--- config.mk ---
export PLATFORM = sky130hd
export DESIGN_NAME = rtmh_finish
export DESIGN_NICKNAME = d
export VERILOG_FILES = /design/src/design/rtmh_pkg.sv /design/src/design/rtmh_finish.sv
export SDC_FILE = /design/constraint.sdc
export NUM_CORES = 1
export LEC_CHECK = 0
export CAP_MARGIN = 20
export CORE_MARGIN = 2
export CORE_UTILIZATION = 45
export CTS_CLUSTER_DIAMETER = 100
export DETAILED_ROUTE_END_ITERATION = 7
export DONT_BUFFER_PORTS = 1
export MAX_ROUTING_LAYER = met4
export PLACE_DENSITY = 0.6
export SYNTH_ARGS = -nofsm -noshare
export SYNTH_HDL_FRONTEND = slang
export SYNTH_SLANG_ARGS = --single-unit
--- constraint.sdc ---
create_clock -name clk -period 12.75 [get_ports clk]
set_input_delay 0 -clock clk [delete_from_list [all_inputs] [get_ports clk]]
set_output_delay 0 -clock clk [all_outputs]
set_load 0.01 [all_outputs]
--- src/design/rtmh_pkg.sv ---
// Package for the round-half-up-to-multiple block.
// Holds the status codes and the per-stage control struct; no dependencies.
`timescale 1ns / 1ps

package rtmh_pkg;

  localparam int FIELD_WIDTH = 64;
  localparam int STATUS_WIDTH = 2;

  localparam logic [STATUS_WIDTH-1:0] STATUS_OK       = 2'd0;
  localparam logic [STATUS_WIDTH-1:0] STATUS_BAD_STEP = 2'd1;
  localparam logic [STATUS_WIDTH-1:0] STATUS_RANGE    = 2'd2;

  typedef struct packed {
    logic                    valid;
    logic                    neg;
    logic [STATUS_WIDTH-1:0] status;
  } ctrl_t;

endpackage

--- src/design/rtmh_finish.sv ---
// Back stages: rounded magnitude from dividend minus remainder, then range
// check, sign restore and the output register. Depends on rtmh_pkg.
`timescale 1ns / 1ps

module rtmh_finish #(
  parameter int W = 64
) (
  input  logic                                 clk,
  input  logic                                 rst,
  input  logic                                 en,
  input  rtmh_pkg::ctrl_t                      ctrl_in,
  input  logic [W-1:0]                         dividend_in,
  input  logic [W-1:0]                         value_in,
  input  logic [W-1:0]                         rem_in,
  output logic                                 out_valid,
  output logic [rtmh_pkg::FIELD_WIDTH-1:0]     rounded,
  output logic [rtmh_pkg::STATUS_WIDTH-1:0]    status
);

  localparam logic [W-1:0] SIGN_BIT = {1'b1, {(W-1){1'b0}}};

  rtmh_pkg::ctrl_t c1;
  logic [W-1:0]    total;
  logic [W-1:0]    x1;
  logic [W-1:0]    limit;
  logic [W-1:0]    res;
  logic [W-1:0]    res_next;
  logic [rtmh_pkg::STATUS_WIDTH-1:0] status_next;

  always_comb begin
    limit = c1.neg ? SIGN_BIT : (SIGN_BIT - W'(1));
    res = c1.neg ? (~total + W'(1)) : total;
    status_next = c1.status;
    res_next = x1;
    if (c1.status == rtmh_pkg::STATUS_OK) begin
      if (total > limit) begin
        status_next = rtmh_pkg::STATUS_RANGE;
      end else begin
        res_next = res;
      end
    end
  end

  always_ff @(posedge clk) begin
    if (rst) begin
      c1.valid <= 1'b0;
      out_valid <= 1'b0;
    end else if (en) begin
      c1.valid <= ctrl_in.valid;
      out_valid <= c1.valid;
    end
    if (en) begin
      c1.neg <= ctrl_in.neg;
      c1.status <= ctrl_in.status;
      total <= dividend_in - rem_in;
      x1 <= value_in;
      rounded <= rtmh_pkg::FIELD_WIDTH'($signed(res_next));
      status <= status_next;
    end
  end

endmodule

# Word-level counts from Yosys, hierarchy flattened
# Cells that the tools add are included.
[op_classes] n_addsub=2 n_lt_le_gt_ge=1 mux=6 bitwise_logic=1 reduce_logical=1
[op_table] op="64-bit 2-to-1 mux" n=4
[op_table] op="64-bit by 1-bit adder with 64-bit output (second input constant)" n=1
[op_table] op="64-bit > comparator" n=1
[op_table] op="64-bit inverter" n=1
[op_table] op="64-bit subtractor" n=1
[op_table] op="2-bit 2-to-1 mux" n=2
[op_table] op="2-bit logical NOT" n=1
[word_totals] ff_bits=199 input_bits=199 output_inout_bits=67 wordCells=19

# Depth between registers and ports, before layout
[logic_depth] ltp_word=5 ltp_mapped=14 ltp_nobuf=12

# Worst setup path after synthesis
# Ideal clock, no wire load.
[synth_timing] kind="register -> register" from="register c1[2] (netlist name)" to="register rounded[10] (netlist name) (data pin)" setup_time_ns=0.260 arrival_time_ns=4.699 t_required_ns=12.490 slack_ns=7.791 path_stages_with_launch=13 n_path_buf=3 synth_period_minus_slack_ns=4.959 cell_sequence="edfxtp_1 -> clkbuf_1 -> clkbuf_1 -> inv_1 -> ha_1 -> nand4_1 -> nor2_1 -> nand2_1 -> or4_1 -> nand2b_1 -> a211oi_2 -> clkbuf_1 -> mux2_2"
[synth_between] elab_chain_len=4 word_cells_on_any_way=5 cone_classes="order compare (1); mux (4)"
[synth_lines] element="start: declaration" line_no="rtmh_finish.sv:22" source="rtmh_pkg::ctrl_t c1;"
[synth_lines] element="64-bit 2-to-1 mux" line_no="rtmh_finish.sv:31" source="limit = c1.neg ? SIGN_BIT : (SIGN_BIT - W'(1));"
[synth_lines] element="64-bit > comparator" line_no="rtmh_finish.sv:36" source="if (total > limit) begin"
[synth_lines] element="64-bit 2-to-1 mux *" line_no="rtmh_finish.sv:36"
[synth_lines] element="64-bit 2-to-1 mux *" line_no="rtmh_finish.sv:35" source="if (c1.status == rtmh_pkg::STATUS_OK) begin"
[synth_lines] element="via res_next[10]" line_no="rtmh_finish.sv:27" source="logic [W-1:0] res_next;"
[synth_lines] element="end signal: assignment" line_no="rtmh_finish.sv:57" source="rounded <= rtmh_pkg::FIELD_WIDTH'($signed(res_next));"
[synth_lines] element="end: declaration" line_no="rtmh_finish.sv:16" source="output logic [rtmh_pkg::FIELD_WIDTH-1:0] rounded,"
# The timed path passes the listed nets; every way through them passes the cells marked *.
# A chain may end at the register's enable or synchronous reset.

# Final worst setup path
[layout_timing] from="register c1[2] (netlist name)" to="register rounded[53] (netlist name) (data pin)"
# Same word-level chain as after synthesis.

==> results_dict.tcl <==
set metrics [dict create \
    die_span_y_um 178 \
    clock-sinks 199 \
    hpwlAfterDp_mm 25.2 \
    clk_transition_reported_paths_ps 70 \
    die_w_um 178 \
    floorplan.rows 63 \
    worstRegToRegCells 13 \
    overall_global_routing_usage_pct 21.4 \
    clk_skew_ps 9.32 \
    finalCritPeriodShare_pct 36.2 \
    slew-limit-headroom_pct 33.8 \
    route.final.wire_length_mm 33.3 \
    cts_tree "yes" \
    detailroute.wirelength.met2_mm 13.5 \
    synth_seq_cells 199 \
    crit_arrival_ps 4810 \
    clk-insertion-delay-late_ps 450 \
    asyncSetResetFlopFracSynth_pct 0 \
    ys_seq_area_share_pct 43.5 \
    mappedNetlistArea_um2 13700 \
    critPathMostFrequentCell "sky130_fd_sc_hd__buf_4" \
    worst_slack_ps 8130 \
    cp_num_buf_inv 3 \
    initial_utilization_pct 45.9 \
    run_status "finished clean" \
    timing.hold.worst_path_depth 3 \
    finalSetupTns_ps 0 \
    worst-path-stages 13 \
    final-max-slew-violation-count 0 \
    postSynthNetCount 1613 \
    antenna_viol_nets_final 0 \
    cts.repair_timing.setup_buffer_count 0 \
    wl_met1_mm 17.3 \
    area_growth_pct 13.3 \
    global_route_wire_length_before_repair_mm 51.2 \
    cp_top_family "buffers and inverters" \
    highest-signal-layer "met4" \
    critical-path-max-stage-delay_ps 690 \
    ys_types 64 \
    startpoint "c1[2]$_DFFE_PP_" \
    clock_tree.buffer_depth 2 \
    boundaryPins 266 \
    drv_cap 0 \
    antenna-diode-count 0 \
    finalNetCount 1675 \
    period_minus_slack_ps 4620 \
    synth-main-ff-cell "sky130_fd_sc_hd__edfxtp_1" \
    grt_pass1_vias 9425 \
    post_synth.cell_area_avg_um2 10.6 \
    drive_above_1_share_pct 8.98 \
    grt_antenna_before_repair 0 \
    wl_met3_mm 1.88 \
    drt_pass1_iterations 5 \
    worst_setup_path_end_kind "flip-flop" \
    fmax_mhz 216 \
    clockRootBuffer "sky130_fd_sc_hd__clkbuf_16" \
    setup.reg_to_reg.worst_slack_ps 8130 \
    type_of_element_launching_the_critical_path "flip-flop" \
    coreArea_um2 29800 \
    grt_start_max_net_pins 198 \
    worst_min_delay_path_class "in2reg" \
    vias 9968 \
    power.static_leakage_nw 6.14 \
    area_of_the_die_um2 31800 \
    report.final.setup_viol 0 \
    rr_endpoint "rounded[53]$_DFFE_PP_" \
    worstPathCellList "buf_4, buf_4, ha_1, nor2b_1, o21ai_0, nand2b_1, a21oi_1, o21ai_0, a21oi_1, o221ai_1, a211oi_4, buf_4, mux2_2" \
    cts_htree_levels 4 \
    grt_remaining_overflow 0 \
    max-vdd-ir-drop_v 0.0000986 \
    routability_congestion_estimate_from_global_placement 0.947 \
    finalPower_mw 1.92 \
    setup.worst_path.end "rounded[53]$_DFFE_PP_" \
    rr_startpoint "c1[2]$_DFFE_PP_" \
    numCtsBuffers 17 \
    post_synth_inst_count 1285 \
    port-buffer-count 0 \
    layout.filler_cells 2671 \
    routed_wire_length_per_instance_um 19.0 \
    cp.required_ps 12940 \
    path_class "reg2reg" \
    unrepaired_setup_endpoints_after_global_routing "false" \
    report.final.hold_viol_count 0 \
    synth-edff-count 197 \
    dp_slack_ps 8160 \
    post-route-drc-count 0 \
    tightestPinTransition_ps 993 \
    power_per_cell_area_nw_per_um2 124 \
    drt-vias-per-instance 5.70 \
    cp_max_fo 66 \
    drt_iter0_markers 771 \
    critical_path.slowest_cell "sky130_fd_sc_hd__buf_4" \
    synth_warnings 0 \
]
-- per-layer routing --
layer  track usage (%)  vias up
li1                  -     4952
met4              6.37        0
met5                 -        -
met3              2.75       34
met1              32.9     4658
met2              29.0      324
-- kinds of logic (layout without fill, tap and decap cells) --
| kind of cell | Yosys count | after routing | share of synthesized area (%) |
|---|---|---|---|
| xor+xnor | 119 | 119 | 7.62 |
| fa+ha+maj | 129 | 129 | 11.9 |
| simple gates | 275 | 275 | 10.4 |
| compound gates | 361 | 361 | 17.4 |
| buf+inv | 135 | 209 | 3.70 |
| mux | 67 | 67 | 5.49 |
| flops | 199 | 199 | 43.5 |
-- cell usage after synthesis, drive strengths merged, types with 2 or more instances --
master   count  share of area [%]
ha         128                 12
a2111oi      2               0.13
mux2i        3               0.22
nor2b       11               0.50
nand3        9               0.33
and2         2              0.091
a21o        76                4.2
o21bai      15               0.82
a31oi       12               0.55
nor2        58                1.6
a211oi       5               0.31
a21oi      103                3.8
or3         11               0.54
nand2b      11               0.50
mux2        64                5.3
o31ai       25                1.4
o21ai       69                2.5
nand3b       2               0.11
nand2       81                2.2
clkbuf      51                1.4
a21boi       3               0.16
or2          6               0.27
nor3        20               0.73
a31o         3               0.19
and3         3               0.14
nor4         8               0.59
xor2        20                1.3
o221ai       5               0.32
nand4       36                1.7
o21a         9               0.49
o311ai       3               0.19
a311oi       2               0.13
o41ai       14                1.2
o311a        2               0.15
dfxtp        2               0.29
inv         84                2.3
xnor2       99                6.3
o2111a       2               0.16
o22ai        2              0.091
edfxtp     197                 43
or4         13               0.80
-- power breakdown --
group / internal (mW) / switching, mW / total, mW
clock network: 0.258 / 0.259 / 0.517
logic: 0.227 / 0.266 / 0.493
registers: 0.824 / 0.0859 / 0.910
total: 1.31 / 0.611 / 1.92
-- state kept, by name, summed over array words and instances (netlist names) --
register	cells
rounded	64
total	64
x1	64
c1	4
status	2
out_valid	1
-- area by class of cell --
type	count	area (um^2)	share of cell area (%)
Sequential cell	199	5960	38.4
Clock buffer	17	425	2.75
Multi-Input combinational cell	951	7220	46.6
Clock inverter	14	134	0.864
Tap cell	390	488	3.15
Timing Repair Buffer	94	951	6.14
Inverter	84	315	2.04
-- cell usage in the layout, fill, tap and decap left out, types with 15 or more instances in the layout --
cell | netlist | layout
sky130_fd_sc_hd__nand4_1 | 34 | 34
sky130_fd_sc_hd__edfxtp_1 | 197 | 197
sky130_fd_sc_hd__o31ai_1 | 24 | 24
sky130_fd_sc_hd__dlygate4sd3_1 | 0 | 90
sky130_fd_sc_hd__o21bai_1 | 15 | 15
sky130_fd_sc_hd__a21o_1 | 76 | 76
sky130_fd_sc_hd__a21oi_1 | 103 | 103
sky130_fd_sc_hd__clkbuf_16 | 0 | 17
sky130_fd_sc_hd__nand2_1 | 81 | 81
sky130_fd_sc_hd__inv_1 | 84 | 84
sky130_fd_sc_hd__nor2_1 | 58 | 58
sky130_fd_sc_hd__o21ai_0 | 69 | 69
sky130_fd_sc_hd__mux2_2 | 64 | 64
sky130_fd_sc_hd__ha_1 | 128 | 128
sky130_fd_sc_hd__xnor2_1 | 99 | 99
sky130_fd_sc_hd__xor2_1 | 20 | 20
sky130_fd_sc_hd__nor3_1 | 20 | 20
-- what timing repair did --
action / CTS / global route
endpoints found under the hold margin: 278 / 0
hold buffers: 91 / 0
gates resized for setup: 0 / 0
-- per-stage QoR --
step	cells	area [um^2]	hold WS, ps	utilization (%)
floorplan	1285	13700	72.4	-
finish	1749	15500	17.5	52.0
global route	1749	15500	34.9	52.0
CTS	1749	15500	1.92	52.0
global placement	1627	14000	73.3	47.0
detailed placement	1627	14000	75.5	47.0
-- worst reg2reg max path, cell delays in order (launching register included) --
cell and delay (ps):
sky130_fd_sc_hd__edfxtp_1 330, sky130_fd_sc_hd__buf_4 540, sky130_fd_sc_hd__buf_4 660, sky130_fd_sc_hd__ha_1 360, sky130_fd_sc_hd__nor2b_1 130, sky130_fd_sc_hd__o21ai_0 140, sky130_fd_sc_hd__nand2b_1 70, sky130_fd_sc_hd__a21oi_1 140
sky130_fd_sc_hd__o21ai_0 90, sky130_fd_sc_hd__a21oi_1 150, sky130_fd_sc_hd__o221ai_1 200, sky130_fd_sc_hd__a211oi_4 390, sky130_fd_sc_hd__buf_4 690, sky130_fd_sc_hd__mux2_2 480
-- worst min-delay path by stage --
stage,from,slack [ps],to
2_1_floorplan,rst,70,c1[3]$_SDFFE_PP0P_
3_3_place_gp,rst,70,out_valid$_SDFFE_PP0P_
3_5_place_dp,rst,80,out_valid$_SDFFE_PP0P_
4_1_cts,rem_in[7],2,total[7]$_DFFE_PP_
5_1_grt,dividend_in[47],30,total[47]$_DFFE_PP_
6_report,rem_in[7],20,total[7]$_DFFE_PP_
Power figures use the tool's default switching activity.
