===== src/design/rtmh_pkg.sv =====
// Package for the round-half-up-to-multiple block.
// Holds the status codes and the per-stage control struct; no dependencies.
`timescale 1ns / 1ps

package rtmh_pkg;

  localparam int FIELD_WIDTH = 64;
  localparam int STATUS_WIDTH = 2;

  localparam logic [STATUS_WIDTH-1:0] STATUS_OK       = 2'd0;
  localparam logic [STATUS_WIDTH-1:0] STATUS_BAD_STEP = 2'd1;
  localparam logic [STATUS_WIDTH-1:0] STATUS_RANGE    = 2'd2;

  typedef struct packed {
    logic                    valid;
    logic                    neg;
    logic [STATUS_WIDTH-1:0] status;
  } ctrl_t;

endpackage


===== src/design/rtmh_prep.sv =====
// Front stages: input register, sign split with bias, and biased dividend.
// Depends on rtmh_pkg.
`timescale 1ns / 1ps

module rtmh_prep #(
  parameter int W = 64
) (
  input  logic                 clk,
  input  logic                 rst,
  input  logic                 en,
  input  logic                 in_valid,
  input  logic [W-1:0]         price,
  input  logic [W-1:0]         step,
  output rtmh_pkg::ctrl_t      ctrl,
  output logic [W-1:0]         dividend,
  output logic [W-1:0]         divisor,
  output logic [W-1:0]         value
);

  logic            v1;
  logic [W-1:0]    x1;
  logic [W-1:0]    t1;

  rtmh_pkg::ctrl_t c2;
  rtmh_pkg::ctrl_t c2_next;
  logic [W-1:0]    x2;
  logic [W-1:0]    t2;
  logic [W-1:0]    mag;
  logic [W-1:0]    mag_next;
  logic [W-1:0]    half;
  logic [W-1:0]    half_next;

  always_comb begin
    c2_next.valid = v1;
    c2_next.neg = x1[W-1];
    if ((t1 == '0) || t1[W-1]) begin
      c2_next.status = rtmh_pkg::STATUS_BAD_STEP;
    end else begin
      c2_next.status = rtmh_pkg::STATUS_OK;
    end
    mag_next = x1[W-1] ? (~x1 + W'(1)) : x1;
    half_next = x1[W-1] ? ((t1 - W'(1)) >> 1) : (t1 >> 1);
  end

  always_ff @(posedge clk) begin
    if (rst) begin
      v1 <= 1'b0;
      c2.valid <= 1'b0;
      ctrl.valid <= 1'b0;
    end else if (en) begin
      v1 <= in_valid;
      c2.valid <= c2_next.valid;
      ctrl.valid <= c2.valid;
    end
    if (en) begin
      x1 <= price;
      t1 <= step;
      c2.neg <= c2_next.neg;
      c2.status <= c2_next.status;
      x2 <= x1;
      t2 <= t1;
      mag <= mag_next;
      half <= half_next;
      ctrl.neg <= c2.neg;
      ctrl.status <= c2.status;
      dividend <= mag + half;
      divisor <= t2;
      value <= x2;
    end
  end

endmodule


===== config.mk =====
export PLATFORM = sky130hd
export DESIGN_NAME = rtmh_prep
export DESIGN_NICKNAME = d
export VERILOG_FILES = /design/src/design/rtmh_pkg.sv /design/src/design/rtmh_prep.sv
export SDC_FILE = /design/constraint.sdc
export NUM_CORES = 1
export LEC_CHECK = 0
export ABC_CLOCK_PERIOD_IN_PS = 4400
export BUFFER_PORTS_ARGS = -buffer_cell sky130_fd_sc_hd__buf_2
export CORE_MARGIN = 4
export CORE_UTILIZATION = 53
export CTS_BUF_LIST = sky130_fd_sc_hd__clkbuf_2 sky130_fd_sc_hd__clkbuf_4 sky130_fd_sc_hd__clkbuf_8
export CTS_CLUSTER_SIZE = 16
export DETAILED_ROUTE_END_ITERATION = 12
export GPL_TIMING_DRIVEN = 0
export PLACE_DENSITY = 0.78
export REMOVE_ABC_BUFFERS = 1
export SKIP_LAST_GASP = 1
export SLEW_MARGIN = 10
export SYNTH_ARGS = -nofsm -noshare
export SYNTH_HDL_FRONTEND = slang
export SYNTH_SLANG_ARGS = --single-unit

===== constraint.sdc =====
create_clock -name clk -period 4.4 [get_ports clk]
set_clock_uncertainty 0.05 [all_clocks]
set_input_delay 0.22 -clock clk [delete_from_list [all_inputs] [get_ports clk]]
set_output_delay 0.22 -clock clk [all_outputs]
set_load 0.05 [all_outputs]

### After elaboration in Yosys (flattened, before gate mapping)

Index checks and enable logic that the tools add are counted.

| cells by class | value |
|---|---|
| add/subtract/negate cells | 3 |
| mux-type cells | 3 |
| bitwise logic cells | 1 |
| reduce and logical (&&, ||, !) cells | 2 |

Operators with widths:

| cell | count |
|---|---|
| 63-bit 2-to-1 mux | 2 |
| 64-bit by 1-bit adder with 64-bit output, second input constant | 1 |
| 64-bit adder | 1 |
| 64-bit zero test | 1 |
| 64-bit inverter | 1 |
| 64-bit by 1-bit subtractor with 64-bit output, second input constant | 1 |
| 1-bit logical OR | 1 |
| 1-bit 2-to-1 mux | 1 |

| storage, ports and cells | value |
|---|---|
| flip-flop bits (word level) | 585 |
| input bits | 132 |
| output and inout port bits | 196 |
| logic and storage cells | 26 |

### Depth between registers and ports, before layout

Gate-level depths: netlist (run 1).

| logic depth | value |
|---|---|
| depth after elaboration | 3 |
| mapped depth | 12 |
| depth with buffers taken out | 11 |

### Worst setup path after synthesis (run 1)

OpenSTA, ideal clock, no wires.

| timing | value |
|---|---|
| path kind | register -> register |
| start point | register x1[15] |
| end point | register mag[58], data pin |
| arrival | 3.197 ns |
| required time | 4.092 ns |
| slack | 0.895 ns |
| cell stages (with the launch flop) | 11 |
| path buffers | 1 |
| cell sequence | edfxtp_1 or4_4 or4_4 or4_4 nor3_2 nand3_2 or2_1 buf_6 or3_4 o31ai_4 xnor2_1 |

| on the way | value |
|---|---|
| longest elaborated chain between the ends | 3 |

RTL lines:

| element | RTL line | source |
|---|---|---|
| from (decl) | rtmh_prep.sv:21 | `logic [W-1:0] x1;` |
| from (signal assigned) | rtmh_prep.sv:56 | `x1 <= price;` |
| 64-bit inverter | rtmh_prep.sv:41 | `mag_next = x1[W-1] ? (~x1 + W'(1)) : x1;` |
| 64-bit by 1-bit adder with 64-bit output | rtmh_prep.sv:41 |  |
| 63-bit 2-to-1 mux | rtmh_prep.sv:41 |  |
| net mag_next[58] | rtmh_prep.sv:29 | `logic [W-1:0] mag_next;` |
| to (signal assigned) | rtmh_prep.sv:62 | `mag <= mag_next;` |
| to (decl) | rtmh_prep.sv:28 | `logic [W-1:0] mag;` |

The timed path passes the listed nets, and every way through them passes these cells.
A chain may end at the register's enable or synchronous reset.

### Worst setup path after layout (run 1)

| timing | value |
|---|---|
| start point | register x1[15] |
| end point | register mag[59], data pin |

The elaborated chain is that of the path after synthesis.

==> out/qor.txt, run 1 <==
status: complete, no violations
pin count of the biggest net entering global routing: 127
Rel. slew slack: 30.9%
Num CTS Buffers: 93
Worst-Margin Slew: 1020 ps
DRC Markers: 0
total track usage: 22.4%
Initial Util: 53.5%
Remaining Overflow, GRT: 0
H-tree depth: 3
Final Hold Violating Endpoints: 0
reg2reg path depth: 9
main combinational cell family by area after synthesis: simple AND/OR/NAND/NOR gates
reg2reg start: x1[15]$_DFFE_PP_
WS Path Type: reg -> reg
vias after detailed routing: 14800
CTS Root Cell: clkbuf_8
dpl ws: -6.51 ps
worst-path fanout max: 7
clk_lat worst skew: 680 ps
final setup fails: 0
ratio of cells with drive above 1 in the final layout: 23.7%
Max-Cap Viols: 0
Post-DRT Antenna Nets: 0
Final Worst Setup Slack: 123 ps
clock sinks: 579
post-layout power: 14000 µW
final wirelength: 54800 µm
Worst-path clk slew: 60 ps
vias in the first global route: 14400
LEAKAGE: 0.0109 µW
final worst path period share: 97.2%
most frequent cells in the layout: edfxtp_1 (576), buf_2 (325), dlygate4sd3_1 (130)
slack of the worst reg-to-reg path: 120 ps
Tmin final: 4280 ps
RSZ-0062 raised after global routing: false
Avg Cell Area, Syn: 15.4 µm²
met3 routed WL: 4190 µm
vias per inst: 5.45
placed cell count: 2412
yosys warns: 0
Synth Area in Compound Gates: 7.48%
Synth Area in Simple Gates: 7.49%
Die Height: 219 µm
Detail Placement HPWL: 37000 µm
Die X: 219 µm
Top FF cell, synth: edfxtp_1
Ports: 328
Layout Cells excl Fill: 2711
NumNets Final: 2243
crit path to: mag[59]$_DFFE_PP_
post-synthesis instance total: 1529
Peak Freq: 0.234 GHz
startpoint types: flip-flop
1st-pass router iterations: 5
initial antenna violation count: 2
Power Dens Cells: 479 nW/µm²
leading cell type in the layout, fill and taps excluded: edfxtp_1
top routing layer used: met4
Met1 Wirelength: 23800 µm
crit path from: x1[15]$_DFFE_PP_
die area: 48000 µm²
core area: 44100 µm²
Setup TNS: 0 ps
first-pass GRT wire length: 81800 µm
CTS tree: built
Area Growth Syn to Fin: 23.4%
max-slew violation count: 0
mux share of post-synthesis cell area: 0.127%
Synth Cell Area: 23600 µm²
register area share after synthesis: 73.5%
met2 WL: 25500 µm
gp weighted congestion: 0.872
worst hold path class: in -> reg
Synth async-reset ratio: 0%
port buffer count: 326
register bit total from synthesis: 579
DR WL/cell: 20.2 µm
Post-Synth Adder-Cell Area: 3.53%
Worst Setup End Kind: flip-flop
worst r2r dst: mag[59]$_DFFE_PP_
Post-Synth XOR/XNOR Area: 6.75%
hold path depth: 1
Post-synth EDFFs: 576
crit path DAT: 4650 ps
worst hold slack: 54.1 ps
clk buf depth: 3
Netlist cell types: 61
row cnt: 77
CP required: 4770 ps
initial drt markers: 1175
Max IR drop VDD: 0.436 mV
-- kinds of logic (layout without fill, tap and decap cells) --
logic type / count (synthesis) / after routing
buffers and inverters: 67 / 655
muxes: 3 / 3
other: 1 / 3
DFF: 579 / 579
AOI/OAI and AO/OA: 280 / 280
and+or+nand+nor: 351 / 351
xor gates and xnor gates: 182 / 182
adders and majority gates: 66 / 66
-- what timing repair did --
action | 4_1_cts | 5_1_grt
hold buffers | 130 | 0
buffers inserted | 0 | 0
resized for setup | 1 | 2
hold endpoints to repair | 131 | 0
endpoints found under the setup margin | 2 | 12
-- area by class of cell --
cell class / count / area (µm²)
Sequential cell: 579 / 17400
Fill cell: 3023 / 15000
Multi-Input combinational cell: 883 / 6020
Inverter: 25 / 93.8
Clock buffer: 116 / 1470
Clock inverter: 51 / 359
Timing Repair Buffer: 463 / 3110
Tap cell: 592 / 741
Antenna cell: 2 / 5.00
-- registers in the layout (all words and copies together), names as in the netlist --
signal	cells
value	63
v1	1
c2	3
ctrl	3
mag	63
x1	64
divisor	64
t1	64
half	63
x2	63
dividend	64
t2	64
-- per-stage QoR --
| step | util [%] | instance area (µm²) |
|---|---|---|
| after detailed placement | 58.9 | 26000 |
| final | 66.1 | 29200 |
| after floorplan | - | 23400 |
| after CTS | 66.0 | 29100 |
| after global placement | 58.5 | 25800 |
| after global routing | 66.1 | 29200 |
-- per-layer routing --
metal  up-vias  global-route usage (%)
li1       6918                       -
met1      7194                    31.4
met2       586                    35.0
met3        75                    5.47
met4         0                    6.97
met5         -                       0
-- synth_stat cells, drive strengths merged (2+ instances only) --
master	count	area [µm²]
a21oi	88	440
a21o	29	218
nor4b	3	26.3
and3	3	18.8
nor3	39	205
o21a	5	37.5
xor2	63	552
ha	65	813
o311ai	2	17.5
edfxtp	576	17300
nand3	19	105
mux2i	3	30.0
nand2	96	360
or3	16	105
a41oi	2	17.5
nor4	18	113
o31ai	20	169
clkbuf	37	139
o21ai	69	345
a31oi	6	37.5
nand3b	4	30.0
o21bai	12	90.1
and2	4	25.0
a211o	2	17.5
a211oi	7	52.6
or4	17	139
nor2b	8	50.1
a21boi	7	52.6
a2111oi	2	17.5
nand4	26	163
dfxtp	3	60.1
nand2b	12	75.1
xnor2	119	1040
nor2	77	289
inv	25	93.8
or2	4	25.0
a41o	2	20.0
o41ai	12	105
a31o	3	26.3
o211ai	6	45.0
nor3b	3	22.5
buf	5	33.8
-- power by group --
part | total (µW) | switching (µW) | leakage (µW) | internal [µW]
logic | 2440 | 1680 | 0.00429 | 755
clock network | 4540 | 2100 | 0.000980 | 2440
registers | 6990 | 270 | 0.00566 | 6720
-- worst min path at each step --
stage | start | end | slack [ps]
4_1_cts | en | value[57]$_DFFE_PP_ | 20
6_report | en | value[51]$_DFFE_PP_ | 50
3_5_place_dp | step[31] | t1[31]$_DFFE_PP_ | 350
2_1_floorplan | rst | c2[3]$_SDFFE_PP0P_ | 240
5_1_grt | en | x1[56]$_DFFE_PP_ | 40
3_3_place_gp | step[35] | t1[35]$_DFFE_PP_ | 350
-- worst max-delay path: stages, from the launching register on --
cell      delay [ps]
edfxtp_1         520
or4_4            580
or4_4            540
or4_4            460
or3_1            440
nand2b_1         330
nor3_2           420
nand3_2          280
o31ai_2          320
xnor2_1           90
Note: power is estimated with default switching activity, not from simulation.
==> run 2: changes to the inputs <==
--- a/config.mk
+++ b/config.mk
@@ -13,7 +13,7 @@
 export CTS_CLUSTER_SIZE = 16
 export DETAILED_ROUTE_END_ITERATION = 12
 export GPL_TIMING_DRIVEN = 0
-export PLACE_DENSITY = 0.78
+export PLACE_DENSITY = 0.75
 export REMOVE_ABC_BUFFERS = 1
 export SKIP_LAST_GASP = 1
 export SLEW_MARGIN = 10
==> run 2 against run 1 <==
Against the previous run:
- maximum frequency decreased by 0.87%
- register-to-register slack got worse by 40 ps
- critical endpoint is now dividend[52]$_DFFE_PP_
- sequential share of layout area about the same
- first-iteration DRC count increased by 3.9%
- via count about the same
- count of clock-buffer cells in the layout increased by 7
- largest power group unchanged
- sequential power about the same
- critical path depth increased by 2
- utilization about the same
==> out/qor.txt, run 2 (same netlist as run 1, synthesis figures left out) <==
vias per inst: 5.47 (was 5.45)
final worst path period share: 98.0% (was 97.2%)
Tmin final: 4310 ps (was 4280 ps)
LEAKAGE: 0.0109 µW (about the same)
gp weighted congestion: 0.910 (was 0.872)
Die X: 219 µm (unchanged)
final wirelength: 55300 µm (was 54800 µm)
total track usage: 22.9% (was 22.4%)
ratio of cells with drive above 1 in the final layout: 23.2% (was 23.7%)
initial drt markers: 1221 (was 1175)
startpoint types: flip-flop (unchanged)
port buffer count: 326 (unchanged)
Filler cells: 3127 (was 3023)
NumNets Final: 2243 (unchanged)
RSZ-0062 raised after global routing: false (unchanged)
Die Height: 219 µm (unchanged)
WS Path Type: reg -> reg (unchanged)
reg2reg path depth: 11 (was 9)
leading cell type in the layout, fill and taps excluded: edfxtp_1 (unchanged)
Peak Freq: 0.232 GHz (was 0.234 GHz)
Detail Placement HPWL: 37200 µm (was 37000 µm)
Final Hold Violating Endpoints: 0 (unchanged)
reg2reg start: x2[0]$_DFFE_PP_ (was x1[15]$_DFFE_PP_)
post-layout util: 66.1% (about the same)
register area: 17400 µm² (unchanged)
DR WL/cell: 20.4 µm (was 20.2 µm)
Worst-path clk slew: 60 ps (about the same)
final setup fails: 0 (unchanged)
Post-DRT Antenna Nets: 0 (unchanged)
vias in the first global route: 14600 (was 14400)
DRC Markers: 0 (unchanged)
Multi-input gate area: 6010 µm² (was 6020 µm²)
clk buf depth: 3 (unchanged)
first-pass GRT wire length: 83700 µm (was 81800 µm)
dpl ws: 11.4 ps (was -6.51 ps)
core area: 44100 µm² (unchanged)
crit path DAT: 4670 ps (was 4650 ps)
worst hold slack: 216 ps (was 54.1 ps)
1st-pass router iterations: 7 (was 5)
vias after detailed routing: 14800 (about the same)
Initial Util: 53.5% (unchanged)
Remaining Overflow, GRT: 0 (unchanged)
row cnt: 77 (unchanged)
clock sinks: 579 (unchanged)
initial antenna violation count: 0 (was 2)
most frequent cells in the layout: edfxtp_1 (576), buf_2 (325), dlygate4sd3_1 (131) (was edfxtp_1 (576), buf_2 (325), dlygate4sd3_1 (130))
Worst Setup End Kind: flip-flop (unchanged)
Area Growth Syn to Fin: 23.4% (about the same)
Worst-Margin Slew: 1150 ps (was 1020 ps)
worst r2r dst: dividend[52]$_DFFE_PP_ (was mag[59]$_DFFE_PP_)
CTS tree: built (unchanged)
Max-Cap Viols: 0 (unchanged)
crit path to: dividend[52]$_DFFE_PP_ (was mag[59]$_DFFE_PP_)
Num CTS Buffers: 91 (was 93)
Power Dens Cells: 479 nW/µm² (about the same)
die area: 48000 µm² (unchanged)
Final Worst Setup Slack: 86.1 ps (was 123 ps)
worst-path fanout max: 4 (was 7)
Rel. slew slack: 22.0% (was 30.9%)
status: complete, no violations (unchanged)
slack of the worst reg-to-reg path: 90 ps (was 120 ps)
crit path from: x2[0]$_DFFE_PP_ (was x1[15]$_DFFE_PP_)
H-tree depth: 3 (unchanged)
max-slew violation count: 0 (unchanged)
clk_lat worst skew: 670 ps (was 680 ps)
CP required: 4750 ps (was 4770 ps)
Setup TNS: 0 ps (unchanged)
worst hold path class: in -> reg (unchanged)
Ports: 328 (unchanged)
hold path depth: 2 (was 1)
pin count of the biggest net entering global routing: 118 (was 127)
CTS Root Cell: clkbuf_8 (unchanged)
Max IR drop VDD: 0.337 mV (was 0.436 mV)
## run 2: report_power, final
group	total [µW]	internal (µW)	switching, µW
Clock	4520	2480	2040
Sequential	6990	6720	273
Combinational	2440	757	1680
Total	13900	9950	4000
## run 2: routing by layer
layer | vias to the layer above | GRT usage, % | routed length, µm
li1 | 6910 | - | -
met1 | 7224 | 32.6 | 24300
met2 | 546 | 34.8 | 25300
met3 | 106 | 6.19 | 4070
met4 | 0 | 7.39 | 1570
met5 | - | 0 | 0
## run 2: worst min-delay path by stage
stage              start  slack (ps)                  to
2_1_floorplan        rst         240  c2[3]$_SDFFE_PP0P_
3_3_place_gp    step[33]         350    t1[33]$_DFFE_PP_
3_5_place_dp    step[56]         350    t1[56]$_DFFE_PP_
4_1_cts        price[63]         140    x1[63]$_DFFE_PP_
5_1_grt         step[63]         150    t1[63]$_DFFE_PP_
6_report        step[63]         220    t1[63]$_DFFE_PP_
## run 2: worst max-delay path: stages, from the launching register on
cell and delay (ps):
edfxtp_1 410, ha_1 260, fa_1 420, a21o_1 230, a31o_2 290, nand3_1 160
nand3b_1 170, a31oi_1 550, o41ai_1 350, a211oi_1 780, o21ai_0 200, xor2_1 180
## run 2: area by class of cell
cell class                 instances  share of cell area, %
clock buffer                     123                   5.23
clock inverter                    37                  0.936
inverter                          25                  0.322
timing repair buffer             465                   10.8
tap                              592                   2.54
multi-input combinational        883                   20.6
antenna                            1                0.00859
sequential                       579                   59.5
## run 2: timing repair
action / 4_1_cts / 5_1_grt
hold buffers: 131 / 0
buffers inserted: 0 / 0
hold endpoints to repair: 179 / 0
setup endpoints to repair: 0 / 12
resized for setup: 0 / 2
## run 2: per-stage QoR
step           power (µW)  instances  cell area (µm²)
2_1_floorplan        8620       1487            23400
3_3_place_gp         9440       2405            25800
3_5_place_dp         9420       2413            26000
4_1_cts             14000       2704            29100
5_1_grt             14600       2704            29100
6_report            13900       2705            29100
