===== config.mk =====
export PLATFORM = sky130hd
export DESIGN_NAME = rtmh_div_stage
export DESIGN_NICKNAME = d
export VERILOG_FILES = /design/src/design/rtmh_pkg.sv /design/src/design/rtmh_div_stage.sv
export SDC_FILE = /design/constraint.sdc
export NUM_CORES = 1
export LEC_CHECK = 0
export BUFFER_PORTS_ARGS = -buffer_cell sky130_fd_sc_hd__clkbuf_2
export CORE_AREA = 5 5 201 203
export CTS_BUF_LIST = sky130_fd_sc_hd__clkbuf_8 sky130_fd_sc_hd__clkbuf_16
export CTS_CLUSTER_SIZE = 30
export DETAILED_ROUTE_END_ITERATION = 12
export DIE_AREA = 0 0 206 208
export PLACE_DENSITY = 0.66
export SLEW_MARGIN = 20
export SYNTH_ARGS = -nofsm -noshare
export SYNTH_HDL_FRONTEND = slang
export SYNTH_SLANG_ARGS = --single-unit

===== constraint.sdc =====
create_clock -name clk -period 3.95 [get_ports clk]
set_clock_uncertainty 0.2 [all_clocks]
set_input_delay 0.395 -clock clk [delete_from_list [all_inputs] [get_ports clk]]
set_output_delay 0.395 -clock clk [all_outputs]
set_load 0.1 [all_outputs]

===== src/design/rtmh_pkg.sv =====
// Package for the round-half-up-to-multiple block.
// Holds the status codes and the per-stage control struct; no dependencies.
`timescale 1ns / 1ps

package rtmh_pkg;

  localparam int FIELD_WIDTH = 64;
  localparam int STATUS_WIDTH = 2;

  localparam logic [STATUS_WIDTH-1:0] STATUS_OK       = 2'd0;
  localparam logic [STATUS_WIDTH-1:0] STATUS_BAD_STEP = 2'd1;
  localparam logic [STATUS_WIDTH-1:0] STATUS_RANGE    = 2'd2;

  typedef struct packed {
    logic                    valid;
    logic                    neg;
    logic [STATUS_WIDTH-1:0] status;
  } ctrl_t;

endpackage


===== src/design/rtmh_div_stage.sv =====
// One restoring-division step: shifts in one dividend bit and subtracts
// the divisor when it fits. Only the remainder is kept. Depends on rtmh_pkg.
`timescale 1ns / 1ps

module rtmh_div_stage #(
  parameter int W = 64,
  parameter int I = 0
) (
  input  logic                 clk,
  input  logic                 rst,
  input  logic                 en,
  input  rtmh_pkg::ctrl_t      ctrl_in,
  input  logic [W-1:0]         dividend_in,
  input  logic [W-1:0]         divisor_in,
  input  logic [W-1:0]         value_in,
  input  logic [W-1:0]         rem_in,
  output rtmh_pkg::ctrl_t      ctrl,
  output logic [W-1:0]         dividend,
  output logic [W-1:0]         divisor,
  output logic [W-1:0]         value,
  output logic [W-1:0]         rem
);

  localparam int BIT = W - 1 - I;

  logic [W-1:0] shifted;
  logic [W-1:0] rem_next;

  always_comb begin
    shifted = {rem_in[W-2:0], dividend_in[BIT]};
    rem_next = (shifted >= divisor_in) ? (shifted - divisor_in) : shifted;
  end

  always_ff @(posedge clk) begin
    if (rst) begin
      ctrl.valid <= 1'b0;
    end else if (en) begin
      ctrl.valid <= ctrl_in.valid;
    end
    if (en) begin
      ctrl.neg <= ctrl_in.neg;
      ctrl.status <= ctrl_in.status;
      dividend <= dividend_in;
      divisor <= divisor_in;
      value <= value_in;
      rem <= rem_next;
    end
  end

endmodule


== Yosys cells after proc, flatten, opt, wreduce, memory -nomap -nowiden ==
Index checks and enable logic that the tools add are counted.
Widths: inputs -> output; s select.

* $add $sub $neg: 1
* Multiply operators: 0
* Divide/modulo/power cells: 0
* Order comparisons: 1
* Eq/ne operators: 0
* Shift-type cells: 0
* Multiplexer cells: 1
* Bitwise logic cells: 0
* Reduce and logical (&&, ||, !) cells: 0

{| class="wikitable"
|+ Operator list
! kind !! number
|-
| $ge 64x64->1 || 1
|-
| $mux 64 || 1
|-
| $sub 64x64->64 || 1
|}

* Flip-flop bits (word level): 260
* Latch bits: 0
* Memory bits (writable): 0
* Bits in read-only memories: 0
* Input bits: 263
* Output and inout port bits: 260
* Word-level logic and storage cells: 10
* Memories kept: 0

== Logic depth before layout (Yosys ltp) ==
Gate-level depths: netlist (run 1).

* Word-level depth: 2
* Gate-level depth with buffers: 14
* Depth with buffers taken out: 12

== Worst setup path before layout (run 1) ==
Ideal clock, no wire load.

* Path type: input to register
* Start point: input dividend_in[63]
* End point: register rem[16] (data pin)
* Setup time: 260 ps
* Arrival: 2,790 ps
* Data required time: 3,490 ps
* Slack: 700 ps
* Cell stages on the path: 12
* Path buffers: 2
* Path through: inv_1 -> ha_1 -> fa_1 -> nand2b_1 -> a21o_1 -> a21oi_1 -> o21bai_1 -> a2111oi_1 -> or3_1 -> buf_4 -> buf_4 -> mux2_2

* Longest elaborated chain between the ends: 2
* Elaborated cells on any way between the ends: 3
* Those cells by class: 1 x add/sub; 1 x order compare; 1 x mux

{| class="wikitable"
|+ Ends and longest elaborated chain
! what !! line !! source
|-
| start, declared || rtmh_div_stage.sv:13 || <nowiki>input logic [W-1:0] dividend_in,</nowiki>
|-
| $sub 64x64->64 or $ge 64x64->1 (tied branches) || rtmh_div_stage.sv:31 || <nowiki>rem_next = (shifted >= divisor_in) ? (shifted - divisor_in) : shifted;</nowiki>
|-
| $mux 64 * || rtmh_div_stage.sv:31 ||
|-
| net rem_next[16] || rtmh_div_stage.sv:27 || <nowiki>logic [W-1:0] rem_next;</nowiki>
|-
| end signal, assigned || rtmh_div_stage.sv:46 || <nowiki>rem <= rem_next;</nowiki>
|-
| end, declared || rtmh_div_stage.sv:21 || <nowiki>output logic [W-1:0] rem</nowiki>
|}

The timed path passes the listed nets; every way through them passes the cells marked *.
A chain may end at the register's enable or synchronous reset.

== Worst setup path after layout (run 1) ==
* Start point: input dividend_in[63]
* End point: register rem[56] (data pin)

The elaborated chain is that of the path after synthesis.

==> results by group, run 1 <==
Logic synthesis
  • Synthesized area: roughly 13000 um^2
  • Syn Inst Count: 1061
  • YS warnings: 0
  • Yosys top cell by area: edfxtp_1
  • Largest cells by area after synthesis: edfxtp_1, ha_1, a21oi_1, nor2_1, inv_1
  • Sequential-to-total area share from yosys stat: roughly three fifths
  • Post-synth EDFFs: 259
  • Asr flop ratio synth: 0%
  • Yosys top cell area share: 61.3%
  • Syn Area/Cell: approximately 12 um^2
  • #FFs+latches synth: between 200 and 300
  • Syn_nets: ~1.4k
  • Top_reg_cell synth: edfxtp_1
  • Synth cell types: 62

GRT
  • GR peak layer: met2
  • GRT Total Usage: 20.8%
  • Vias in the first global route: roughly 12k
  • First-pass GRT wire length: slightly below 70000 um
  • Initial antenna violation count: 7
  • Met2 Usage GRT: roughly 38%
  • Grt ovf: 0
  • Largest net degree at the start of global routing: slightly below 80
  • Met3 usage: around 5.7%
  • M1 GR Usage: roughly 24%

Placement
  • Port Buffers: 521
  • DP HPWL: roughly 35000 um
  • Placement Setup Slack: around 0.16 ns
  • RD Place Congestion: about 0.85

Critical path
  • Crit. Startpoint: dividend_in[63]
  • Critical path endpoint: rem[56]
  • Worst EP required: roughly 4.0 ns
  • Reg-to-reg endpoint: ctrl[3]
  • Crit start category: primary input
  • CP max FO: 4
  • Worst setup EP type: register
  • Crit path kind: in -> reg
  • Worst path cell trace: dlygate4sd3_1, clkbuf_2, inv_1, ha_1, fa_1, nand2b_1, a21o_1, a21oi_1, o21bai_1, buf_4, a211oi_1, nor3_1, or2_2, xor2_1, a21oi_1
  • CP Depth: 15
  • CP max stage cell: dlygate4sd3_1
  • R2R cell count: 3
  • Critical R2R Launch: ctrl[3]
  • Critical path's top delay family: compound AO/OA/AOI/OAI gates
  • Crit path buffers/inverters: 4
  • Critical Path AT: approximately 4 ns
  • CP peak stage delay: between 0.5 and 0.6 ns
  • Most common cell type on the critical path: a21oi_1
  • R2R Setup Slk: 2.61 ns

Power
  • Total power draw: ~9.6 mW
  • P per Cell Area: approximately 500 nW/um^2
  • VDD IR max: roughly 350 uV
  • Leakage power: 8.56 nW

Timing
  • Post-layout min period: roughly 3.8 ns
  • Worst Max-Slew Pin Slew: between 0.7 and 0.8 ns
  • Relative slew slack: roughly half
  • Setup violators final: 0
  • Max Freq: 263 MHz
  • Final hold vios: 1
  • Final period util: roughly 96%
  • Final Hold Slack: -0.00505 ns
  • Final worst setup slack: around 0.15 ns
  • Final Max Slew Viols: 0

CTS
  • CTS Buffer Depth: 3
  • Root buf cell: clkbuf_16
  • CTS Sinks: 260
  • CTS Buf Count: 29
  • Htree depth: 1
  • Clock slew at reported path FFs: 0.06 ns
  • CTS tree: done
  • Post-CTS Setup Inserts: 0
  • Latest clock arrival within the worst-skew pair: around 0.54 ns

Flow run
  • Max-cap violations: 0

Drt
  • Final wirelength: about 47000 um
  • Via count: 11.5k
  • Via density per instance: ~4.8
  • Residual DRC count: 0
  • DR pass1 iterations: 5
  • DRT antenna net count: 0
  • DR iter-0 viols: roughly 740
  • DR WL/cell: 19.5 um

Outcome
  • Failing checks: negative hold slack
  • Status: finished with violations

Finish
  • Share of cells above drive strength 1: about a third
  • Nets: 2185
  • Area delta synth->final: 53.4%

Floorplan
  • Starting Density: around a third
  • Row cnt: slightly above 70
  • Core area: around 38000 um^2
  • Die width: 206 um
  • Die ar.: ~43000 um^2
  • # IOs: between 500 and 600
  • Die H: roughly 210 um

Worst hold path
  • Hold Crit Class: in -> reg
[layout by cell type (no fill, tap or decap), types with 4 or more instances in the layout]
cell type	count
edfxtp_1	259
nand3_1	7
nor2_1	98
and2_1	4
nor3_1	17
xnor2_1	32
o21ai_0	52
o211ai_1	8
or3_1	8
inv_1	87
xor2_1	26
nand2_1	75
dlygate4sd3_1	238
clkbuf_16	29
nand4_1	25
a31oi_1	5
buf_12	5
a211oi_1	7
diode_2	4
buf_4	34
o31ai_1	4
o21bai_1	13
nor4_1	4
mux2_2	10
clkinv_1	5
nand2b_1	8
a21boi_0	4
a21o_1	16
a21oi_1	142
clkbuf_2	520
bufinv_16	4
ha_1	64
[per-stage QoR]
step / cell area [um^2] / hold slack (ns) / utilization [%] / cells / TNS (ns)
4_1_cts: 19400 / 0.000533 / 50.8 / 2394 / 0
2_1_floorplan: 12700 / 0.267 / - / 1061 / 0
6_report: 19500 / -0.00505 / 50.8 / 2398 / 0
5_1_grt: 19500 / 0.000287 / 50.8 / 2397 / -0.0119
3_5_place_dp: 16100 / 0.284 / 42.1 / 2106 / 0
3_3_place_gp: 16100 / 0.274 / 42.1 / 2106 / 0
[power by group]
group	switching, mW	leakage [nW]	internal [mW]	total (mW)
registers	0.0788	2.54	3.35	3.43
clock network	1.09	0.477	1.59	2.68
logic	2.75	5.54	0.785	3.53
[synth_stat cells (all sizes together) (4+ instances only)]
master	number
a21o	16
xor2	26
and2	4
nor3	17
a31oi	5
edfxtp	259
nand2	75
clkbuf	16
o21bai	13
a21oi	143
o31ai	4
nor4	6
inv	82
or3	10
a211oi	7
xnor2	32
nor2	98
a21boi	4
nand3	7
nand4	26
o21ai	54
buf	17
ha	64
nand2b	8
mux2	11
o211ai	9
[what timing repair did]
action,in CTS,in global routing
resized for setup,0,2
hold buffers,238,0
hold endpoints to repair,238,0
endpoints found under the setup margin,0,49
[cell type report]
cell class / instances / area, um^2
Sequential cell: 260 / 7800
Antenna cell: 4 / 10.0
Timing Repair Buffer: 798 / 5360
Inverter: 82 / 308
Fill cell: 3314 / 18800
Clock inverter: 21 / 208
Tap cell: 518 / 648
Multi-Input combinational cell: 686 / 4410
Clock buffer: 29 / 726
[flip-flops by register name, indices dropped and copies added, names as in the netlist]
register / flops
dividend: 64
divisor: 64
rem: 64
value: 64
ctrl: 4
[cells by family after synthesis]
logic type                 after synthesis  share of synthesized area [%]
DFF                                    260                           61.5
xor gates and xnor gates                58                           4.00
buffers and inverters                  115                           3.92
and+or+nand+nor                        267                           9.82
AOI/OAI and AO/OA                      283                           13.2
muxes                                   13                           1.13
adders and majority gates               65                           6.47
[metal layers]
metal	part of all wire, %	up-vias	routed length [um]
met3	8.9	76	4180
li1	-	5525	-
met2	51	445	23900
met4	2.6	6	1230
met5	0.070	-	33
met1	37	5455	17500
[how the worst min path moves through the flow]
stage                           from       to  slack (ns)  depth (start not counted)
after floorplan                  rst  ctrl[3]        0.27                          1
after global routing      rem_in[10]  rem[11]      0.0003                          3
final                     rem_in[10]  rem[11]      -0.005                          3
after detailed placement     ctrl[3]  ctrl[3]        0.28                          2
after global placement       ctrl[3]  ctrl[3]        0.27                          2
after CTS                 rem_in[50]  rem[51]      0.0005                          3
[worst register-to-register path, stage by stage, from the launching register on]
cell,delay (ns)
dfxtp_1,0.31
mux2i_1,0.12
nor2_1,0.05
dlygate4sd3_1,0.55
Power figures use the tool's default switching activity.
==> run 2, diff against run 1 <==
--- a/config.mk
+++ b/config.mk
@@ -11,7 +11,9 @@
 export CTS_CLUSTER_SIZE = 30
 export DETAILED_ROUTE_END_ITERATION = 12
 export DIE_AREA = 0 0 206 208
-export PLACE_DENSITY = 0.66
+export MAX_ROUTING_LAYER = met4
+export PLACE_DENSITY = 0.58
+export REMOVE_ABC_BUFFERS = 1
 export SLEW_MARGIN = 20
 export SYNTH_ARGS = -nofsm -noshare
 export SYNTH_HDL_FRONTEND = slang
==> run 2 against run 1 <==
Largest power group unchanged. The flow now finishes without violations. Worst setup slack worse by 0.0049 ns. Final area increased by 0.37%. Critical path depth down 1. First-iteration DRC count is 13% lower. Clock power up 3%.
==> results by group, run 2 (synthesized netlist as in run 1, its figures left out) <==
Outcome
  • Status: completed

Finish
  • Share of cells above drive strength 1: 33.1% (-0.27 points)
  • Seq. cell area: 7800 um^2 (unchanged)
  • Commonest non-fill, non-tap cells in the layout: clkbuf_2, edfxtp_1, dlygate4sd3_1
  • Multi-input combinational cell area: 4410 um^2 (+0.11%)
  • Fillers: 3405 (+2.7%)
  • Area delta synth->final: 54.0%
  • Nets: 2183 (-0.092%)
  • Most common cell after layout, fill and taps aside: clkbuf_2
  • Final core occ: 51.0% (+0.19 points)
  • Filler-free cell count of the finished design: 2400 (+0.083%)

Critical path
  • Worst path cell trace: dlygate4sd3_1, clkbuf_2, inv_1, ha_1, fa_1, nand2b_1, a21o_1, a211o_1, a21oi_2, o211ai_2, a311oi_2, a31oi_1, o21a_1, a311oi_2
  • R2R cell count: 3 (unchanged)
  • Critical Path AT: 3.98 ns (+0.09 ns)
  • CP max stage cell: dlygate4sd3_1
  • Most common cell type on the critical path: a311oi_2
  • R2R Setup Slk: 2.60 ns (about the same)
  • Worst EP required: 4.12 ns (+0.09 ns)
  • Worst setup EP type: register
  • Crit start category: primary input
  • Crit path kind: in -> reg
  • CP peak stage delay: 0.53 ns (about the same)
  • CP max FO: 3 (-1)

Power
  • Combinational share of power: 36.3% (-0.3 points)
  • Leakage power: 8.56 nW (about the same)
  • Sequential power share: 35.3% (-0.3 points)
  • Clk pwr share: 28.4% (+0.6 points)
  • Cell-internal power: 5.80 mW (+1.3%)
  • VDD IR max: 344 uV (-1.9%)
  • Switching share of power: 40.3% (-0.35 points)
  • P_sw: 3.91 mW (-0.19%)
  • P per Cell Area: 497 nW/um^2 (+0.32%)

GRT
  • Vias in the first global route: 11.8k (-1.8%)
  • First-pass GRT wire length: 68100 um (-2.1%)
  • Initial antenna violation count: 6 (-1)
  • Grt ovf: 0 (unchanged)
  • GRT Total Usage: 20.8% (+0.022 points)
  • Largest net degree at the start of global routing: 93 (+18%)

CTS
  • CTS Sinks: 260 (unchanged)
  • CTS Buffer Depth: 3 (unchanged)
  • Latest clock arrival within the worst-skew pair: 0.55 ns (about the same)
  • Htree depth: 1 (unchanged)
  • CTS tree: done
  • CTS Buf Count: 29 (unchanged)
  • Root buf cell: clkbuf_16
  • Clock slew at reported path FFs: 0.06 ns (about the same)

Drt
  • Final wirelength: 45900 um (-2.0%)
  • Residual DRC count: 0 (unchanged)
  • DRT antenna net count: 0 (unchanged)
  • Via density per instance: 4.78 (-0.35%)
  • DR pass1 iterations: 5 (unchanged)
  • DR iter-0 viols: 645 (-13%)
  • DR WL/cell: 19.1 um (-2.0%)
  • Via count: 11.5k (-0.27%)

Timing
  • Relative slew slack: 46.4% (-2.2 points)
  • Final period util: 96.4% (+0.12 points)
  • Post-layout min period: 3.81 ns (+0.00493 ns)
  • Max Freq: 263 MHz (-0.13%)
  • Final Max Slew Viols: 0 (unchanged)
  • RSZ-0062 raised after global routing: false
  • Final worst setup slack: 0.142 ns (-0.00493 ns)
  • Setup violators final: 0 (unchanged)
  • Final hold vios: 0 (-1)
  • TNS Setup: 0 ns (unchanged)
  • Worst Max-Slew Pin Slew: 0.804 ns (+0.0330 ns)

Worst hold path
  • Hold path depth: 3 (unchanged)
  • Hold Crit Class: in -> reg

Placement
  • RD Place Congestion: 0.896 (+5.1%)
  • Placement Setup Slack: 0.144 ns (-0.0168 ns)
  • DP HPWL: 35000 um (-0.96%)
  • Port Buffers: 521 (unchanged)
  • Dpl cells: 2096 (-0.47%)

Floorplan
  • Core area: 38300 um^2 (unchanged)
  • Starting Density: 33.1% (unchanged)
  • # IOs: 523 (unchanged)
  • Die width: 206 um (unchanged)
  • Die ar.: 42800 um^2 (unchanged)
  • Die H: 208 um (unchanged)
  • Row cnt: 72 (unchanged)

Flow run
  • Max-cap violations: 0 (unchanged)
run 2: cell count changes in the layout (fill, tap and decap cells not counted), sizes merged:
cell and delta:
dlygate4sd3 +8, bufinv +1, inv +1, diode +2, clkinv -2, buf -10
clkinvlp +2
run 2: through the flow:
| step | area (um^2) | hold slack (ns) | power [mW] |
|---|---|---|---|
| after floorplan | 12500 | 0.267 | 6.03 |
| after global placement | 16100 | 0.273 | 6.77 |
| after detailed placement | 16100 | 0.298 | 6.78 |
| after CTS | 19500 | 0.000362 | 9.78 |
| after global routing | 19500 | 0.00501 | 10.1 |
| final | 19500 | 0.0248 | 9.71 |
run 2: critical path: cells and delay by family:
| family | cells | cell delay (ns) |
|---|---|---|
| AND/OR/NAND/NOR | 1 | 0.18 |
| buffers and inverters | 3 | 0.71 |
| AO/OA/AOI/OAI | 8 | 2.04 |
| adder cells (fa/ha/maj) | 2 | 0.64 |
run 2: timing repair:
item / in CTS / in global routing
hold buffers: 246 / 0
resized for setup: 0 / 3
setup endpoints to repair: 0 / 43
buffers inserted: 0 / 0
endpoints found under the hold margin: 246 / 0
run 2: cell type report:
cell class	count	share of cell area, %
Antenna cell	6	0.0769
Clock buffer	29	3.72
Clock inverter	23	1.29
Inverter	82	1.58
Multi-Input combinational cell	686	22.6
Sequential cell	260	39.9
Tap cell	518	3.32
Timing Repair Buffer	796	27.5
run 2: path summary, 6_finish.rpt:
| path | startpoint | endpoint |
|---|---|---|
| setup / recovery | dividend_in[63] | rem[62] |
| hold / removal | rem_in[25] | rem[26] |
| hold reg to reg | ctrl[3] | ctrl[3] |
| setup reg to reg | ctrl[3] | ctrl[3] |
run 2: metal layers:
metal / up-vias / GRT usage, % / share of wire [%]
li1: 5531 / - / -
met1: 5456 / 24.1 / 39
met2: 418 / 36.3 / 51
met3: 71 / 4.97 / 7.9
met4: 0 / 5.55 / 2.7
met5: - / - / 0
run 2: power groups by stage:
stage / registers (mW) / clock network [mW] / logic [mW]
6_report: 3.42 / 2.76 / 3.52
3_3_place_gp: 3.47 / 0 / 3.30
2_1_floorplan: 5.36 / 0 / 0.673
3_5_place_dp: 3.48 / 0 / 3.31
4_1_cts: 3.42 / 2.84 / 3.53
5_1_grt: 3.45 / 2.97 / 3.68
